### src/design/mfht_pkg.sv
// Shared types and constants for the muon first hit time pipeline.
// No dependencies; used by the top level and its arithmetic units.
package mfht_pkg;

  typedef enum logic [1:0] {
    REG_SCINT_INDEX = 2'd0,
    REG_WATER_INDEX = 2'd1,
    REG_LIGHT_SPEED = 2'd2,
    REG_MUON_SPEED  = 2'd3
  } cfg_reg_t;

  localparam logic [1:0] MED_SCINT = 2'd1;
  localparam logic [1:0] MED_WATER = 2'd2;

  localparam logic [15:0] SCINT_INDEX_RST = 16'd24330;
  localparam logic [15:0] WATER_INDEX_RST = 16'd21955;
  localparam logic [16:0] LIGHT_SPEED_RST = 17'd76747;
  localparam logic [16:0] MUON_SPEED_RST  = 17'd76747;

  localparam int SQ_W    = 48;
  localparam int DIV1_NW = 53;
  localparam int DIV1_DW = 16;
  localparam int DIV2_NW = 58;
  localparam int DIV2_DW = 23;
  localparam int HIT_W   = 28;

  typedef struct packed {
    logic [1:0]         med;
    logic signed [23:0] t0;
    logic [19:0]        len;
    logic [15:0]        n;
    logic signed [38:0] s;
    logic [23:0]        dstart;
    logic [23:0]        dend;
  } sb_t;

endpackage

### src/design/mfht_isqrt.sv
// Pipelined floor square root, one result bit per register stage.
// Uses mfht_pkg for its default width; advances only while adv is high.
module mfht_isqrt #(
  parameter int W = mfht_pkg::SQ_W
) (
  input  logic           clk,
  input  logic           adv,
  input  logic [W-1:0]   rad,
  output logic [W/2-1:0] root
);

  localparam int R = W / 2;

  logic [W-1:0] rad_q  [R];
  logic [R+1:0] rem_q  [R];
  logic [R-1:0] root_q [R];

  for (genvar k = 0; k < R; k++) begin : g_step
    logic [W-1:0] rad_c;
    logic [R+1:0] rem_c;
    logic [R-1:0] root_c;
    logic [R+3:0] remx;
    logic [R+3:0] trial;
    logic [R+3:0] diff;
    logic         ge;

    if (k == 0) begin : g_first
      assign rad_c  = rad;
      assign rem_c  = '0;
      assign root_c = '0;
    end else begin : g_next
      assign rad_c  = rad_q[k-1];
      assign rem_c  = rem_q[k-1];
      assign root_c = root_q[k-1];
    end

    assign remx  = {rem_c, rad_c[W-1-2*k -: 2]};
    assign trial = {2'b00, root_c, 2'b01};
    assign ge    = remx >= trial;
    assign diff  = remx - trial;

    always_ff @(posedge clk) begin
      if (adv) begin
        rad_q[k]  <= rad_c;
        rem_q[k]  <= ge ? diff[R+1:0] : remx[R+1:0];
        root_q[k] <= {root_c[R-2:0], ge};
      end
    end
  end

  assign root = root_q[R-1];

endmodule

### config.mk
export PLATFORM = sky130hd
export DESIGN_NAME = mfht_isqrt
export DESIGN_NICKNAME = d
export VERILOG_FILES = /design/src/design/mfht_pkg.sv /design/src/design/mfht_isqrt.sv
export SDC_FILE = /design/constraint.sdc
export NUM_CORES = 2
export LEC_CHECK = 0
export ABC_AREA = 1
export ABC_CLOCK_PERIOD_IN_PS = 2700
export BUFFER_PORTS_ARGS = -buffer_cell sky130_fd_sc_hd__buf_2
export CAP_MARGIN = 20
export CORE_MARGIN = 5
export CORE_UTILIZATION = 37
export CTS_BUF_LIST = sky130_fd_sc_hd__clkbuf_16
export DETAILED_ROUTE_END_ITERATION = 7
export PLACE_DENSITY = 0.62
export SYNTH_ARGS = -nofsm -noshare
export SYNTH_HDL_FRONTEND = slang
export SYNTH_SLANG_ARGS = --single-unit
### constraint.sdc
create_clock -name clk -period 2.7 [get_ports clk]
set_clock_uncertainty 0.15 [all_clocks]
set_input_delay 0.54 -clock clk [delete_from_list [all_inputs] [get_ports clk]]
set_output_delay 0.54 -clock clk [all_outputs]
set_load 0.02 [all_outputs]
# Yosys cells after proc, flatten, opt, wreduce, memory -nomap -nowiden
# Memory sizes are Yosys's and may differ from the RTL's.
# Cells that the tools add are included.
# classes
add_sub_neg	24
n_mul	0
n_div	0
magnitude_cmp	24
n_eq_ne	0
shifts	0
mux	26
bitwise	0
reduce_logical	0
# ops
operator	count
28-bit by 26-bit >= comparator with 1-bit output	23
26-bit 2-to-1 mux	24
26-bit subtractor	23
2-bit by 1-bit subtractor with 3-bit output (second input constant)	1
2-bit by 1-bit >= comparator with 1-bit output (second input constant)	1
1-bit 2-to-1 mux	2
# totals
register_bits	0
latchBits	0
ram_bits	2352
romBits	0
word_cells	77
memories	3
# mem_list
name	words	word_bits	rd	rd_ports_with_merged_regs	wr	line	rtl
rad_q	24	48	23	0	24	mfht_isqrt.sv:14	logic [W-1:0] rad_q [R];
rem_q	24	26	23	0	24	mfht_isqrt.sv:15	logic [R+1:0] rem_q [R];
root_q	24	24	24	0	24	mfht_isqrt.sv:16	logic [R-1:0] root_q [R];

# Longest topological paths before layout
# An unclocked memory read counts as a cell.
# depth
depth_word	3
depth_mapped	14

# Worst setup path before layout
# OpenSTA, ideal clock, no wires.
# synth_path
path_type	reg2reg
start	memory rem_q[0][81] (netlist name)
end	memory rem_q[0][107] (netlist name) (data pin)
arrival_ns	1.754
t_required_ns	2.292
slack_ns	0.538
stages_incl_launch_ff	11
path_cell_list	edfxtp_1 ha_1 a21oi_1 inv_1 nor3_1 nand2_1 nor2_4 nand2_4 inv_2 buf_6 o21ai_1
# synth_lines
item	line
start: declaration	mfht_isqrt.sv:15

==> impl_results.html <==
<table>
<tr><th>Metric</th><th>Value</th></tr>
<tr><th colspan="2">Outcome</th></tr>
<tr><td>Outcome</td><td>completed</td></tr>
<tr><th colspan="2">Global routing</th></tr>
<tr><td>Maximum number of pins on one net before global-route repair</td><td>about 100</td></tr>
<tr><td>Antenna violations before repair</td><td>2</td></tr>
<tr><td>First-pass GRT wire length</td><td>a little over 300 mm</td></tr>
<tr><td>Top Usage Layer GRT</td><td>met2</td></tr>
<tr><td>GRT met1 Usage</td><td>24.3%</td></tr>
<tr><td>Remaining Overflow, GRT</td><td>0</td></tr>
<tr><td>GRT met3 Usage</td><td>2.30%</td></tr>
<tr><td>Via count of the first global-routing pass</td><td>56,078</td></tr>
<tr><td>Met2 global-route usage</td><td>30.4%</td></tr>
<tr><td>All-layer global routing usage</td><td>17.9%</td></tr>
<tr><th colspan="2">Pwr</th></tr>
<tr><td>Leakage</td><td>roughly 40 nW</td></tr>
<tr><td>Combinational share of power</td><td>between 20% and 30%</td></tr>
<tr><td>Pwr Density</td><td>703 mW/mm^2</td></tr>
<tr><td>Power spent charging and discharging nets</td><td>0.0192 W</td></tr>
<tr><td>Highest ir drop seen on vdd</td><td>698 uV</td></tr>
<tr><td>Power share of the clock group</td><td>between 30% and 40%</td></tr>
<tr><td>Internal power consumption</td><td>0.0433 W</td></tr>
<tr><td>Fraction of power spent switching nets</td><td>30.7%</td></tr>
<tr><td>Sequential Power Share</td><td>45.8%</td></tr>
<tr><th colspan="2">Logic synthesis</th></tr>
<tr><td>Post-synthesis async set-or-reset flop share</td><td>0%</td></tr>
<tr><td>Synth Instances</td><td>8,706</td></tr>
<tr><td>Biggest area contributors in the synthesized netlist</td><td>edfxtp_1 (55%), nand2_1 (13%), inv_1 (7.3%)</td></tr>
<tr><td>Sequential share of the synthesized area</td><td>a little over half</td></tr>
<tr><td>Flip-flop and latch count after synthesis</td><td>roughly 1,400</td></tr>
<tr><td>Ys Warns</td><td>0</td></tr>
<tr><td>Summed instance area of the synthesized netlist</td><td>0.0774 sq mm</td></tr>
<tr><td>Post-synth net total</td><td>~9,100</td></tr>
<tr><td>Library cell with the largest summed area after synthesis</td><td>edfxtp_1</td></tr>
<tr><td>Dominant synthesized flop cell</td><td>edfxtp_1</td></tr>
<tr><td>EDFF count, synth</td><td>1,415</td></tr>
<tr><td>Yosys top cell area share</td><td>54.9%</td></tr>
<tr><td>Syn Area/Cell</td><td>8.89 sq um</td></tr>
<tr><td>Number of unique standard cell types used by synthesis</td><td>51</td></tr>
<tr><th colspan="2">Place</th></tr>
<tr><td>HPWL Detailed</td><td>between 150 and 200 mm</td></tr>
<tr><td>Port buffer count</td><td>73</td></tr>
<tr><td>Pre-CTS setup slack</td><td>between 0.04 and 0.05 ns</td></tr>
<tr><td>Routability cong.</td><td>approximately 0.94</td></tr>
<tr><th colspan="2">Min path</th></tr>
<tr><td>Worst hold endpoint</td><td>rad_q[1][48]$_DFFE_PP_</td></tr>
<tr><td>Worst min-delay path startpoint</td><td>rad_q[1][0]$_DFFE_PP_</td></tr>
<tr><td>Type of the most critical hold path</td><td>reg -&gt; reg</td></tr>
<tr><td>Cell depth of the worst hold path</td><td>0</td></tr>
<tr><th colspan="2">STA</th></tr>
<tr><td>Tightest hold margin</td><td>approximately 0.24 ns</td></tr>
<tr><td>Worst rel slew slack</td><td>55.3%</td></tr>
<tr><td>Final Slew Violations</td><td>0</td></tr>
<tr><td>Share of the clock period used by the worst path after layout</td><td>95.4%</td></tr>
<tr><td>Peak Freq</td><td>388 MHz</td></tr>
<tr><td>Final Hold Violating Endpoints</td><td>0</td></tr>
<tr><td># setup viols final</td><td>0</td></tr>
<tr><td>Unrepaired setup endpoints after global routing</td><td>true</td></tr>
<tr><td>Final WS setup</td><td>between 0.1 and 0.15 ns</td></tr>
<tr><td>Minimum clock period after layout</td><td>2.57 ns</td></tr>
<tr><td>Tightest Pin Transition</td><td>0.664 ns</td></tr>
<tr><th colspan="2">CTS</th></tr>
<tr><td>Clock latency reported for the late side of the worst-skew pair</td><td>0.82 ns</td></tr>
<tr><td>Max Root-Sink Buffers</td><td>3</td></tr>
<tr><td>Clock root buffer</td><td>clkbuf_16</td></tr>
<tr><td>Post-CTS clock slew at the launch and capture registers of the worst setup and hold paths</td><td>roughly 0.06 ns</td></tr>
<tr><td>Number of levels the H-tree was split into</td><td>4</td></tr>
<tr><td>Clock tree from TritonCTS</td><td>yes</td></tr>
<tr><td>Total number of clock tree sinks</td><td>1,415</td></tr>
<tr><td>Total CTS buffers</td><td>between 150 and 200</td></tr>
<tr><th colspan="2">Route</th></tr>
<tr><td>Number of antenna-violating nets in the routed design</td><td>0</td></tr>
<tr><td>Routed wire length per instance</td><td>16.3 microns</td></tr>
<tr><td>Initial DRC count</td><td>a little under 5,000</td></tr>
<tr><td>First-pass iteration count of the detailed router</td><td>8</td></tr>
<tr><td>Total DRC errors in the routed layout</td><td>0</td></tr>
<tr><td>Via count normalized by instance count</td><td>about 4.8</td></tr>
<tr><td>Routed WL</td><td>197 mm</td></tr>
<tr><td>Vias after detailed routing</td><td>approximately 58,000</td></tr>
<tr><th colspan="2">Critical path</th></tr>
<tr><td>Reg2Reg Capture Point</td><td>rem_q[2][17]$_DFFE_PP_</td></tr>
<tr><td>Cell with the largest stage delay on the worst path</td><td>edfxtp_1</td></tr>
<tr><td>Largest stage delay on the critical path</td><td>~0.40 ns</td></tr>
<tr><td>Biggest fanout along the worst timing path</td><td>4</td></tr>
<tr><td>Startpoint-to-endpoint class of the critical path</td><td>reg -&gt; reg</td></tr>
<tr><td>R2R setup slack</td><td>0.13 ns</td></tr>
<tr><td>Worst Reg2Reg Path Length in Cells</td><td>11</td></tr>
<tr><td>Required time at the worst-slack endpoint</td><td>3.07 ns</td></tr>
<tr><td>Worst endpoint data arrival time</td><td>2.95 ns</td></tr>
<tr><td>Critical Path Most Common Cell</td><td>nand2_1</td></tr>
<tr><td>Cell chain of the critical path</td><td>inv_1 &gt; ha_1 &gt; nand2_1 &gt; nor2_1 &gt; nand3_1 &gt; nand3b_1 &gt; nand2_1 &gt; nand2_1 &gt; nand2_1 &gt; nand3_1 &gt; nand2_1</td></tr>
<tr><td>Crit path buf inv count</td><td>1</td></tr>
<tr><td>CP top delay family</td><td>simple AND/OR/NAND/NOR gates</td></tr>
<tr><td>Critical Path Start Type</td><td>register</td></tr>
<tr><td>Launch instance of the worst register-to-register path</td><td>root_q[1][173]$_DFFE_PP_</td></tr>
<tr><td>Crit end category</td><td>register</td></tr>
<tr><th colspan="2">Floorplan</th></tr>
<tr><td>Floorplan Core Area</td><td>0.208 sq mm</td></tr>
<tr><td>Ports placed on the boundary</td><td>74</td></tr>
<tr><td>Die outline area</td><td>0.218 sq mm</td></tr>
<tr><td>Chip width</td><td>467 microns</td></tr>
<tr><td>Height of the chip</td><td>467 microns</td></tr>
<tr><td>Initial core utilization</td><td>37.3%</td></tr>
<tr><td>Row count</td><td>167</td></tr>
<tr><th colspan="2">Layout</th></tr>
<tr><td>NumNets Final</td><td>around 9,600</td></tr>
<tr><td>Fillcell total</td><td>20,446</td></tr>
<tr><td>Most frequent cells in the layout</td><td>nand2_1 (2,773), inv_1 (1,536), edfxtp_1 (1,415)</td></tr>
<tr><td>Area overhead of the layout relative to synthesis</td><td>14.8%</td></tr>
<tr><td>Most common cell after layout, fill and taps aside</td><td>nand2_1</td></tr>
<tr><td>Number of diodes</td><td>0</td></tr>
<tr><td>Share of final-layout standard cells stronger than drive strength 1</td><td>8.40%</td></tr>
<tr><th colspan="2">Run</th></tr>
<tr><td>Maxcap violations</td><td>0</td></tr>
</table>
worst max path at each step:
| stage | startpoint | endpoint | slack, ns | cells past startpoint |
|---|---|---|---|---|
| 6_report | root_q[1][173]$_DFFE_PP_ | rem_q[2][17]$_DFFE_PP_ | 0.13 | 11 |
| 5_1_grt | root_q[1][155]$_DFFE_PP_ | rem_q[1][201]$_DFFE_PP_ | -0.006 | 13 |
| 4_1_cts | root_q[2][91]$_DFFE_PP_ | rem_q[2][111]$_DFFE_PP_ | 0.02 | 10 |
| 3_5_place_dp | root_q[2][91]$_DFFE_PP_ | rem_q[2][111]$_DFFE_PP_ | 0.04 | 10 |
| 3_3_place_gp | root_q[2][91]$_DFFE_PP_ | rem_q[2][113]$_DFFE_PP_ | 0.03 | 10 |
| 2_1_floorplan | rem_q[0][81]$_DFFE_PP_ | rem_q[0][107]$_DFFE_PP_ | 0.54 | 10 |
cell usage after synthesis (all sizes together), types with 3 or more instances:
library cell	number
nor3	75
edfxtp	1415
o21ai	296
o2111ai	3
a21o	5
o211ai	6
ha	326
nand3b	77
a21oi	335
a21boi	5
and2	10
inv	1530
nand4	149
buf	67
and3	9
or2	16
nor2	781
nand2	2812
xor2	109
xnor2	123
nor4	11
nor3b	6
nand3	516
o21bai	17
power groups by stage:
stage | Clock (W) | Sequential (W) | Combinational, W
after floorplan | 0 | 0.0282 | 0.00870
after global placement | 0 | 0.0291 | 0.0125
after detailed placement | 0 | 0.0291 | 0.0126
after CTS | 0.0218 | 0.0286 | 0.0127
after global routing | 0.0228 | 0.0288 | 0.0145
final | 0.0211 | 0.0286 | 0.0128
repair_timing:
action | in CTS | in global routing
gates resized for setup | 0 | 20
setup endpoints to repair | 0 | 122
hold buffers | 50 | 0
buffers inserted | 0 | 13
endpoints found under the hold margin | 59 | 0
sequential cells by signal, indices dropped and copies added, names as in the netlist:
signal / cells
rem_q: 563
rad_q: 552
root_q: 300
cells by family after synthesis:
group,Yosys count,synth area share (%)
flip-flops,1415,54.9
other,1,0.00485
adder cells (fa/ha/maj),326,5.27
AND/OR/NAND/NOR,4462,24.2
AO/OA/AOI/OAI,671,4.75
XOR/XNOR,232,2.63
buffers and inverters,1599,8.27
area by class of cell:
type / count / area (sq um) / area share (%)
clock buffers: 159 / 3980 / 4.48
clock inverters: 134 / 1240 / 1.39
inverters: 1530 / 5760 / 6.48
multi-input cells: 5693 / 28600 / 32.2
flip-flops and latches: 1415 / 42500 / 47.8
well taps: 2788 / 3490 / 3.93
repair buffers: 378 / 3300 / 3.72
stage by stage:
step	instances	total power, W	TNS [ns]	utilization (%)	instance area, sq um
5_1_grt	12097	0.0661	-0.00635	42.8	88800
2_1_floorplan	8706	0.0369	0	-	77400
6_report	12097	0.0624	0	42.8	88800
4_1_cts	12083	0.0631	0	42.7	88600
3_5_place_dp	11740	0.0417	0	39.9	82900
3_3_place_gp	11740	0.0416	0	39.9	82900
per-layer routing:
metal	routed length, microns	vias to the layer above	share of wire (%)
li1	-	29264	-
met1	90500	26921	46
met2	94200	1292	48
met3	8350	264	4.2
met4	4440	0	2.2
met5	0	-	0
Note: power is estimated with default switching activity, not from simulation.
